--- src/sv/ptm_pkg.sv ---
`timescale 1ns / 1ps

package ptm_pkg;

  localparam int NUM_KEYS  = 8;
  localparam int STEP_W    = 23;
  localparam int HOLD_W    = 11;
  localparam int LEVEL_W   = 7;
  localparam int ROM_DEPTH = 256;
  localparam int ADDR_W    = 8;
  localparam int DAC_W     = 8;
  // eight voices of at most 64 each
  localparam int SUM_W     = 10;
  localparam int CFG_IDX_W = 4;
  localparam int IN_TDATA_W  = 16;
  localparam int OUT_TDATA_W = 16;

  // register index of note0_step; note k sits at REG_NOTE0_STEP + k
  localparam int REG_NOTE0_STEP = 0;

  localparam logic [LEVEL_W-1:0] VOICE_AMP = 7'd64;
  localparam logic [DAC_W-1:0]   DAC_MAX   = 8'd255;
  localparam logic [SUM_W-1:0]   SUM_LIMIT = 10'd255;

  localparam logic [STEP_W-1:0] STEP_RESET [NUM_KEYS] = '{
    23'd615165, 23'd690504, 23'd775058, 23'd821147,
    23'd921705, 23'd1034580, 23'd1161276, 23'd1230329
  };

  // floor(32 + 32*sin(2*pi*i/256))
  localparam logic [LEVEL_W-1:0] SINE_ROM [ROM_DEPTH] = '{
    7'd32, 7'd32, 7'd33, 7'd34, 7'd35, 7'd35, 7'd36, 7'd37,
    7'd38, 7'd39, 7'd39, 7'd40, 7'd41, 7'd42, 7'd42, 7'd43,
    7'd44, 7'd44, 7'd45, 7'd46, 7'd47, 7'd47, 7'd48, 7'd49,
    7'd49, 7'd50, 7'd51, 7'd51, 7'd52, 7'd52, 7'd53, 7'd54,
    7'd54, 7'd55, 7'd55, 7'd56, 7'd56, 7'd57, 7'd57, 7'd58,
    7'd58, 7'd59, 7'd59, 7'd59, 7'd60, 7'd60, 7'd60, 7'd61,
    7'd61, 7'd61, 7'd62, 7'd62, 7'd62, 7'd62, 7'd63, 7'd63,
    7'd63, 7'd63, 7'd63, 7'd63, 7'd63, 7'd63, 7'd63, 7'd63,
    7'd64, 7'd63, 7'd63, 7'd63, 7'd63, 7'd63, 7'd63, 7'd63,
    7'd63, 7'd63, 7'd63, 7'd62, 7'd62, 7'd62, 7'd62, 7'd61,
    7'd61, 7'd61, 7'd60, 7'd60, 7'd60, 7'd59, 7'd59, 7'd59,
    7'd58, 7'd58, 7'd57, 7'd57, 7'd56, 7'd56, 7'd55, 7'd55,
    7'd54, 7'd54, 7'd53, 7'd52, 7'd52, 7'd51, 7'd51, 7'd50,
    7'd49, 7'd49, 7'd48, 7'd47, 7'd47, 7'd46, 7'd45, 7'd44,
    7'd44, 7'd43, 7'd42, 7'd42, 7'd41, 7'd40, 7'd39, 7'd39,
    7'd38, 7'd37, 7'd36, 7'd35, 7'd35, 7'd34, 7'd33, 7'd32,
    7'd32, 7'd31, 7'd30, 7'd29, 7'd28, 7'd28, 7'd27, 7'd26,
    7'd25, 7'd24, 7'd24, 7'd23, 7'd22, 7'd21, 7'd21, 7'd20,
    7'd19, 7'd19, 7'd18, 7'd17, 7'd16, 7'd16, 7'd15, 7'd14,
    7'd14, 7'd13, 7'd12, 7'd12, 7'd11, 7'd11, 7'd10, 7'd9,
    7'd9,  7'd8,  7'd8,  7'd7,  7'd7,  7'd6,  7'd6,  7'd5,
    7'd5,  7'd4,  7'd4,  7'd4,  7'd3,  7'd3,  7'd3,  7'd2,
    7'd2,  7'd2,  7'd1,  7'd1,  7'd1,  7'd1,  7'd0,  7'd0,
    7'd0,  7'd0,  7'd0,  7'd0,  7'd0,  7'd0,  7'd0,  7'd0,
    7'd0,  7'd0,  7'd0,  7'd0,  7'd0,  7'd0,  7'd0,  7'd0,
    7'd0,  7'd0,  7'd0,  7'd1,  7'd1,  7'd1,  7'd1,  7'd2,
    7'd2,  7'd2,  7'd3,  7'd3,  7'd3,  7'd4,  7'd4,  7'd4,
    7'd5,  7'd5,  7'd6,  7'd6,  7'd7,  7'd7,  7'd8,  7'd8,
    7'd9,  7'd9,  7'd10, 7'd11, 7'd11, 7'd12, 7'd12, 7'd13,
    7'd14, 7'd14, 7'd15, 7'd16, 7'd16, 7'd17, 7'd18, 7'd19,
    7'd19, 7'd20, 7'd21, 7'd21, 7'd22, 7'd23, 7'd24, 7'd24,
    7'd25, 7'd26, 7'd27, 7'd28, 7'd28, 7'd29, 7'd30, 7'd31
  };

  // stage load strobes shared by all lanes, plus the mode of the item in stage 2
  typedef struct packed {
    logic ld_s1;
    logic ld_s2;
    logic ld_s3;
    logic sine_s2;
  } ptm_pipe_t;

  // output register control for the merge stage
  typedef struct packed {
    logic load;
    logic sine;
    logic pin;
  } ptm_out_ctl_t;

endpackage

--- src/sv/ptm_lane.sv ---
`timescale 1ns / 1ps

module ptm_lane #(
  parameter int LANE_ID      = 0,
  parameter int PHASE_BITS   = 24,
  parameter int SINE_ENTRIES = 256
) (
  input  logic                        clk,
  input  logic                        rst,
  input  ptm_pkg::ptm_pipe_t          pipe,
  input  logic                        key,
  input  logic                        step_we,
  input  logic [ptm_pkg::STEP_W-1:0]  step_data,
  output logic [ptm_pkg::LEVEL_W-1:0] level
);
  import ptm_pkg::*;

  localparam int SLOT_W      = (SINE_ENTRIES > 1) ? $clog2(SINE_ENTRIES) : 1;
  localparam int SE_W        = $clog2(SINE_ENTRIES + 1);
  localparam int PROD0_W     = PHASE_BITS + SE_W;
  // slot * 256 / SINE_ENTRIES by reciprocal, exact for slot < 1024
  localparam int RECIP_SHIFT = 29;
  localparam int RECIP       = (2**RECIP_SHIFT + SINE_ENTRIES - 1) / SINE_ENTRIES;
  localparam int RECIP_W     = $clog2(RECIP + 1);
  localparam int PROD1_W     = SLOT_W + RECIP_W;
  localparam int ADDR_LSB    = RECIP_SHIFT - ADDR_W;
  localparam int ADD_W       = (PHASE_BITS > STEP_W) ? PHASE_BITS : STEP_W;

  logic [STEP_W-1:0]     step;
  logic [PHASE_BITS-1:0] phase;
  logic [ADD_W-1:0]      phase_add;
  logic [PROD0_W-1:0]    prod0;
  logic [PROD1_W-1:0]    prod1;

  logic [SLOT_W-1:0] slot1;
  logic              sq1;
  logic              key1;
  logic [ADDR_W-1:0] addr2;
  logic              sq2;
  logic              key2;

  assign phase_add = ADD_W'(phase) + ADD_W'(step);
  assign prod0     = PROD0_W'(phase) * PROD0_W'(SINE_ENTRIES);
  assign prod1     = PROD1_W'(slot1) * PROD1_W'(RECIP);

  always_ff @(posedge clk) begin
    if (rst) begin
      step  <= STEP_RESET[LANE_ID];
      phase <= '0;
    end else begin
      if (step_we) begin
        step <= step_data;
      end
      if (pipe.ld_s1) begin
        phase <= phase_add[PHASE_BITS-1:0];
      end
    end
  end

  // stage 1: slot of the pre-advance phase, square level
  always_ff @(posedge clk) begin
    if (pipe.ld_s1) begin
      slot1 <= prod0[PHASE_BITS +: SLOT_W];
      sq1   <= (phase != '0) && !phase[PHASE_BITS-1];
      key1  <= key;
    end
  end

  // stage 2: map the slot onto the ROM
  always_ff @(posedge clk) begin
    if (pipe.ld_s2) begin
      addr2 <= prod1[ADDR_LSB +: ADDR_W];
      sq2   <= sq1;
      key2  <= key1;
    end
  end

  // stage 3: voice level
  always_ff @(posedge clk) begin
    if (pipe.ld_s3) begin
      if (!key2) begin
        level <= '0;
      end else if (pipe.sine_s2) begin
        level <= SINE_ROM[addr2];
      end else begin
        level <= sq2 ? VOICE_AMP : '0;
      end
    end
  end

endmodule

--- src/sv/ptm_merge.sv ---
`timescale 1ns / 1ps

module ptm_merge #(
  parameter int NUM_VOICES = 8
) (
  input  logic                                        clk,
  input  ptm_pkg::ptm_out_ctl_t                       ctl,
  input  logic [NUM_VOICES-1:0][ptm_pkg::LEVEL_W-1:0] levels,
  output logic [ptm_pkg::DAC_W-1:0]                   dac_level,
  output logic                                        clipped,
  output logic                                        sine_active,
  output logic                                        tick_pin
);
  import ptm_pkg::*;

  logic [SUM_W-1:0] sum;
  logic             over;

  always_comb begin
    sum = '0;
    for (int v = 0; v < NUM_VOICES; v++) begin
      sum = sum + SUM_W'(levels[v]);
    end
    over = sum > SUM_LIMIT;
  end

  always_ff @(posedge clk) begin
    if (ctl.load) begin
      dac_level   <= over ? DAC_MAX : sum[DAC_W-1:0];
      clipped     <= over;
      sine_active <= ctl.sine;
      tick_pin    <= ctl.pin;
    end
  end

endmodule

--- src/sv/polyphonic_tone_mixer_top.sv ---
`timescale 1ns / 1ps
// Channel   Dir  Handshake                      Content
// s_axis    in   s_axis_tvalid / s_axis_tready  tdata: keys_down, mode_button
// m_axis    out  m_axis_tvalid / m_axis_tready  tdata: dac_level, clipped, sine_active,
//                                               tick_pin
// cfg       in   cfg_valid / cfg_ready          cfg_index, cfg_data (note steps 0..7)
//
// One item per cycle sustained while m_axis_tready stays high; each accepted item passes in
// order through registered stages (phase/slot multiply, ROM address multiply, ROM read, lane sum with saturation).
// Four items can be in flight; s_axis_tready drops only when all four slots are full
// and m_axis_tready is low. Bubbles between stages collapse while the output stalls.
// Reset clears phases, mode, hold-off, pin and the pipeline, and reloads the default
// note steps. cfg_ready is always high.

module polyphonic_tone_mixer_top #(
  parameter int NUM_VOICES    = 8,
  parameter int PHASE_BITS    = 24,
  parameter int SINE_ENTRIES  = 256,
  parameter int HOLDOFF_TICKS = 1200
) (
  input  logic                                 clk,
  input  logic                                 rst,
  input  logic                                 s_axis_tvalid,
  output logic                                 s_axis_tready,
  // [7:0] keys_down, [8] mode_button, [15:9] zero
  input  logic [ptm_pkg::IN_TDATA_W-1:0]       s_axis_tdata,
  output logic                                 m_axis_tvalid,
  input  logic                                 m_axis_tready,
  // [7:0] dac_level, [8] clipped, [9] sine_active, [10] tick_pin, [15:11] zero
  output logic [ptm_pkg::OUT_TDATA_W-1:0]      m_axis_tdata,
  input  logic                                 cfg_valid,
  output logic                                 cfg_ready,
  input  logic [ptm_pkg::CFG_IDX_W-1:0]        cfg_index,
  input  logic [ptm_pkg::STEP_W-1:0]           cfg_data
);
  import ptm_pkg::*;

  localparam logic [HOLD_W-1:0] HOLD_INIT = HOLD_W'(HOLDOFF_TICKS);

  logic              accept;
  logic [NUM_KEYS-1:0] keys;
  logic              button;

  logic [HOLD_W-1:0] holdoff, holdoff_next;
  logic              mode, mode_next;
  logic              pin;
  logic              v1, v2, v3, vo;
  logic              mode1, mode2, mode3;
  logic              pin1, pin2, pin3;
  logic              free_out, free3, free2, free1;
  logic              ld2, ld3, ldo;

  ptm_pipe_t    pipe;
  ptm_out_ctl_t out_ctl;

  logic [NUM_VOICES-1:0][LEVEL_W-1:0] levels;
  logic [DAC_W-1:0] dac_level;
  logic             clipped, sine_active, tick_pin;

  assign keys   = s_axis_tdata[NUM_KEYS-1:0];
  assign button = s_axis_tdata[NUM_KEYS];

  assign free_out = !vo || m_axis_tready;
  assign free3    = !v3 || free_out;
  assign free2    = !v2 || free3;
  assign free1    = !v1 || free2;
  assign ld2      = v1 && free2;
  assign ld3      = v2 && free3;
  assign ldo      = v3 && free_out;

  assign s_axis_tready = free1;
  assign accept        = s_axis_tvalid && free1;
  assign cfg_ready     = 1'b1;

  always_comb begin
    holdoff_next = holdoff;
    mode_next    = mode;
    if (holdoff != '0) begin
      holdoff_next = holdoff - HOLD_W'(1);
    end else if (button) begin
      mode_next    = !mode;
      holdoff_next = HOLD_INIT;
    end
  end

  always_ff @(posedge clk) begin
    if (rst) begin
      holdoff <= '0;
      mode    <= 1'b0;
      pin     <= 1'b0;
      v1      <= 1'b0;
      v2      <= 1'b0;
      v3      <= 1'b0;
      vo      <= 1'b0;
    end else begin
      if (accept) begin
        holdoff <= holdoff_next;
        mode    <= mode_next;
        pin     <= !pin;
      end
      v1 <= accept || (v1 && !ld2);
      v2 <= ld2 || (v2 && !ld3);
      v3 <= ld3 || (v3 && !ldo);
      vo <= ldo || (vo && !m_axis_tready);
    end
  end

  always_ff @(posedge clk) begin
    if (accept) begin
      mode1 <= mode_next;
      pin1  <= !pin;
    end
    if (ld2) begin
      mode2 <= mode1;
      pin2  <= pin1;
    end
    if (ld3) begin
      mode3 <= mode2;
      pin3  <= pin2;
    end
  end

  assign pipe.ld_s1   = accept;
  assign pipe.ld_s2   = ld2;
  assign pipe.ld_s3   = ld3;
  assign pipe.sine_s2 = mode2;

  for (genvar k = 0; k < NUM_VOICES; k++) begin : g_lane
    logic step_we;
    assign step_we = cfg_valid && (cfg_index == CFG_IDX_W'(REG_NOTE0_STEP + k));

    ptm_lane #(
      .LANE_ID      (k),
      .PHASE_BITS   (PHASE_BITS),
      .SINE_ENTRIES (SINE_ENTRIES)
    ) u_lane (
      .clk       (clk),
      .rst       (rst),
      .pipe      (pipe),
      .key       (keys[k]),
      .step_we   (step_we),
      .step_data (cfg_data),
      .level     (levels[k])
    );
  end

  assign out_ctl.load = ldo;
  assign out_ctl.sine = mode3;
  assign out_ctl.pin  = pin3;

  ptm_merge #(
    .NUM_VOICES (NUM_VOICES)
  ) u_merge (
    .clk         (clk),
    .ctl         (out_ctl),
    .levels      (levels),
    .dac_level   (dac_level),
    .clipped     (clipped),
    .sine_active (sine_active),
    .tick_pin    (tick_pin)
  );

  assign m_axis_tvalid = vo;
  assign m_axis_tdata  = {(OUT_TDATA_W - DAC_W - 3)'(0), tick_pin, sine_active, clipped,
                          dac_level};

  // a press with the hold-off expired flips the mode
  a_mode_flip: assert property (@(posedge clk) disable iff (rst)
    (accept && button && holdoff == '0) |=> (mode != $past(mode)))
    else $error("mode did not flip on an accepted press");

  // no flip while the hold-off runs
  a_holdoff_blocks: assert property (@(posedge clk) disable iff (rst)
    (accept && holdoff != '0) |=> (mode == $past(mode)))
    else $error("mode changed during hold-off");

  a_holdoff_range: assert property (@(posedge clk) disable iff (rst)
    holdoff <= HOLD_INIT)
    else $error("hold-off count above its load value");

  // a stage-3 item blocked by the output must stay put
  a_s3_hold: assert property (@(posedge clk) disable iff (rst)
    (v3 && !free_out) |=> v3)
    else $error("stage-3 item lost under stall");

  a_clip_sat: assert property (@(posedge clk) disable iff (rst)
    (m_axis_tvalid && clipped) |-> (dac_level == DAC_MAX))
    else $error("clipped result not saturated");

endmodule
--- config.mk ---
export PLATFORM = sky130hd
export DESIGN_NAME = polyphonic_tone_mixer_top
export DESIGN_NICKNAME = d
export VERILOG_FILES = /design/src/sv/ptm_pkg.sv /design/src/sv/ptm_lane.sv /design/src/sv/ptm_merge.sv /design/src/sv/polyphonic_tone_mixer_top.sv
export SDC_FILE = /design/constraint.sdc
export NUM_CORES = 2
export LEC_CHECK = 0
export BUFFER_PORTS_ARGS = -buffer_cell sky130_fd_sc_hd__buf_2
export CAP_MARGIN = 40
export CORE_MARGIN = 1
export CORE_UTILIZATION = 50
export DETAILED_ROUTE_END_ITERATION = 8
export GPL_TIMING_DRIVEN = 0
export HOLD_SLACK_MARGIN = 0.1
export PLACE_DENSITY = 0.66
export SLEW_MARGIN = 40
export SYNTH_ARGS = -nofsm -noshare
export SYNTH_HDL_FRONTEND = slang
export SYNTH_SLANG_ARGS = --single-unit
export TNS_END_PERCENT = 50
--- constraint.sdc ---
create_clock -name clk -period 7.3 [get_ports clk]
set_input_delay 1.095 -clock clk [delete_from_list [all_inputs] [get_ports clk]]
set_output_delay 1.095 -clock clk [all_outputs]
set_load 0.01 [all_outputs]
==> insert_results.sql <==
INSERT INTO impl_metrics (metric_group, metric, value, unit) VALUES
('synthesis', 'ys_dominant_reg_cell', 'dfxtp_1', ''),
('timing', 'final-hold-violation-count', '0', ''),
('worst_setup_path', 'worstSetupEndpointType', 'flop', ''),
('cts', 'cts_hold_buffers', '0', ''),
('power', 'ir_drop', '0.219', 'mV'),
('cts', 'cts.root.buffer_cell', 'clkbuf_16', ''),
('cts', 'clock_latency_reported_for_the_late_side_of_the_worst_skew_pair', '0.64', 'ns'),
('worst_setup_path', 'timing.rr.end', 'u_merge.dac_level[0]$_SDFFCE_PN1P_', ''),
('cts', 'cts_setup_buffers', '0', ''),
('timing', 'fin_crit_sh', '83.9', '%'),
('synthesis', 'yosys.area_share.adder', '10.8', '%'),
('die', 'die_h', '292', 'µm'),
('power', 'switchingPower', '3350', 'µW'),
('detailed_routing', 'vias_per_cell', '6.18', ''),
('synthesis', 'synth_top_family_by_area', 'compound AO/OA/AOI/OAI gates', ''),
('place', 'post_dp_cell_area', '0.0438', 'mm²'),
('synthesis', 'netlist-cell-type-count', '89', ''),
('final_layout', 'mostFrequentLayoutCells', 'nand2_1 (876), a21oi_1 (530), dfxtp_1 (393)', ''),
('worst_setup_path', 'critical_path_required', '7.64', 'ns'),
('min_path', 'min_delay_path_depth', '0', ''),
('min_path', 'hold_end', 'g_lane[0].u_lane.addr2[5]$_DFFE_PP_', ''),
('timing', 'setup_viol', '0', ''),
('timing', 'period_needed', '6.13', 'ns'),
('synthesis', 'number_of_synthesized_register_bits', '626', ''),
('die', 'dieArea', '0.0852', 'mm²'),
('global_route', 'globalRouteOverflowTotal', '0', ''),
('place', 'numPlacedInstances', '6270', ''),
('synthesis', 'yosys.area_share.xor_xnor', '3.81', '%'),
('final_layout', 'final_cells', '6401', ''),
('synthesis', 'synth_cells', '5155', ''),
('synthesis', 'async_set_reset_flop_share_out_of_synthesis', '0', '%'),
('min_path', 'holdCritStartpoint', 'g_lane[0].u_lane.slot1[5]$_DFFE_PP_', ''),
('worst_setup_path', 'max_stage_delay_cell_worst_path', 'fa_1', ''),
('cts', 'clock_slew_at_reported_path_ffs', '0.06', 'ns'),
('detailed_routing', 'drt_iter0_drc', '4184', ''),
('cts', 'cts_made_buffers', '70', ''),
('worst_setup_path', 'cp_common_cell', 'fa_1', ''),
('die', 'initial_utilization', '50.9', '%'),
('die', 'placement_rows', '105', ''),
('power', 'combPwrFrac', '25.0', '%'),
('detailed_routing', 'number_of_routed_nets_with_antenna_violations', '0', ''),
('worst_setup_path', 'worstPathArrival', '6.47', 'ns'),
('power', 'power.density', '226', 'mW/mm²'),
('detailed_routing', 'routed-via-count', '39600', ''),
('final_layout', 'num_antenna_cells', '0', ''),
('detailed_routing', 'drc', '0', ''),
('global_route', 'number_of_antenna_violations_at_the_first_check_in_global_routing', '2', ''),
('worst_setup_path', 'timing.critical_path.fanout_max', '9', ''),
('timing', 'timing.fmax', '163', 'MHz'),
('place', 'port-buffer-count', '29', ''),
('synthesis', 'synth-edff-count', '233', ''),
('final_layout', 'area_growth', '10.1', '%'),
('cts', 'ctsHtreeMaxLevel', '3', ''),
('final_layout', 'cell_area_after_layout', '0.0462', 'mm²'),
('timing', 'worst_clock_skew', '0.0290', 'ns'),
('synthesis', 'compound_gate_portion_of_the_synthesized_area', '22.6', '%'),
('outcome', 'status', 'finished clean', ''),
('cts', 'tritoncts_clock_tree', 'done', ''),
('synthesis', 'post_synth_simple_gate_area', '19.6', '%'),
('final_layout', 'leading_cell_type_in_the_layout_fill_and_taps_excluded', 'nand2_1', ''),
('detailed_routing', 'drt_pass1_iterations', '6', ''),
('synthesis', 'synth.yosys.warnings', '0', ''),
('timing', 'worstMarginPinSlew', '0.946', 'ns'),
('worst_setup_path', 'worst_setup_path_start_kind', 'flop', ''),
('die', 'io_pins', '67', ''),
('die', 'chipWidth', '292', 'µm'),
('run', 'drv.max_cap_violation_count', '0', ''),
('place', 'dp.final_hpwl', '100', 'mm'),
('power', 'power.leakage', '0.0185', 'µW'),
('worst_setup_path', 'delay_of_the_slowest_critical_path_stage', '0.64', 'ns'),
('global_route', 'grt-busiest-layer', 'met2', '');
-- per-layer routing --
layer / vias up / share of wire [%] / wire length (µm)
li1: 18700 / - / -
met1: 18700 / 45 / 62000
met2: 1881 / 43 / 60000
met3: 264 / 8.9 / 12500
met4: 2 / 3.4 / 4700
met5: - / 0.0093 / 13
-- Yosys cell counts, types with 25 or more instances --
cell type  number  area share [%]
a211oi_1      110             2.0
a21o_1        104             1.9
a21oi_1       530             6.3
a31oi_1        88             1.3
and3_1         25            0.37
buf_1          48            0.43
clkbuf_1      280             2.5
dfxtp_1       393              19
edfxtp_1      233              17
fa_1           42             2.0
ha_1          294             8.8
inv_1         181             1.6
mux2i_1        40            0.95
mux4_2         28             1.5
nand2_1       876             7.8
nand2b_1       58            0.86
nand3_1       166             2.0
nand4_1        28            0.42
nor2_1        346             3.1
nor2b_1        92             1.4
nor3_1         83            0.99
nor4_1         56            0.83
o211ai_1       73             1.3
o21a_1         33            0.59
o21ai_0       356             4.2
xnor2_1       105             2.2
xor2_1         78             1.6
-- cells by family (layout without fill, tap and decap cells) --
family	after synthesis	count (layout)
AO/OA/AOI/OAI	1545	1545
adder cells (fa/ha/maj)	337	337
buffers and inverters	553	725
AND/OR/NAND/NOR	1832	1832
XOR/XNOR	183	183
flip-flops	626	626
other	2	6
multiplexers	77	77
-- flip-flops by register name (all words and copies together), names as in the netlist, 8 cells and up --
signal               cells
g_lane.u_lane.step     184
g_lane.u_lane.sq1        8
g_lane.u_lane.sq2        8
g_lane.u_lane.key2       8
u_merge.dac_level        8
g_lane.u_lane.slot1     64
g_lane.u_lane.addr2     64
g_lane.u_lane.level     56
g_lane.u_lane.key1       8
g_lane.u_lane.phase    192
holdoff                 11
-- power by group through the flow --
stage	sequential [µW]	combinational [µW]	clock [µW]
after global routing	4100	2880	3930
final	4080	2610	3760
after CTS	4070	2560	3800
after global placement	4150	2500	0
after floorplan	4080	1890	0
after detailed placement	4150	2540	0
-- how the worst max path moves through the flow --
| stage | endpoint | slack [ns] | startpoint | cells past startpoint |
|---|---|---|---|---|
| global placement | g_lane[1].u_lane.level[1]$_SDFFCE_PN0P_ | -1.74 | m_axis_tready | 3 |
| finish | u_merge.dac_level[0]$_SDFFCE_PN1P_ | 1.17 | g_lane[0].u_lane.level[0]$_SDFFCE_PN0P_ | 18 |
| global route | u_merge.dac_level[0]$_SDFFCE_PN1P_ | 0.88 | g_lane[0].u_lane.level[0]$_SDFFCE_PN0P_ | 18 |
| detailed placement | u_merge.dac_level[1]$_SDFFCE_PN1P_ | 1.14 | g_lane[0].u_lane.level[0]$_SDFFCE_PN0P_ | 18 |
| floorplan | g_lane[0].u_lane.level[0]$_SDFFCE_PN0P_ | 1.31 | m_axis_tready | 2 |
| CTS | u_merge.dac_level[1]$_SDFFCE_PN1P_ | 1.16 | g_lane[0].u_lane.level[0]$_SDFFCE_PN0P_ | 18 |
-- per-stage QoR --
stage	utilization, %	TNS, ns
finish	56.0	0
global placement	52.7	-241.36
global route	56.0	0
detailed placement	53.0	0
floorplan	-	0
CTS	55.9	0
-- critical path, delay by kind of cell (launching register included) --
kind | cells | cell delay [ns]
adder cells (fa/ha/maj) | 7 | 2.97
AO/OA/AOI/OAI | 6 | 1.39
XOR/XNOR | 1 | 0.59
flip-flops | 1 | 0.34
multiplexers | 1 | 0.24
AND/OR/NAND/NOR | 1 | 0.20
buffers and inverters | 2 | 0.11
-- cell type report --
type / instances / area [µm²]
Fill cell: 7705 / 36400
Multi-Input combinational cell: 3980 / 25100
Tap cell: 1070 / 1340
Sequential cell: 626 / 14900
Clock buffer: 91 / 1930
Inverter: 190 / 713
Buffer: 363 / 1460
Clock inverter: 38 / 508
Timing Repair Buffer: 43 / 372
No activity file was read; power rests on OpenSTA's default activity.
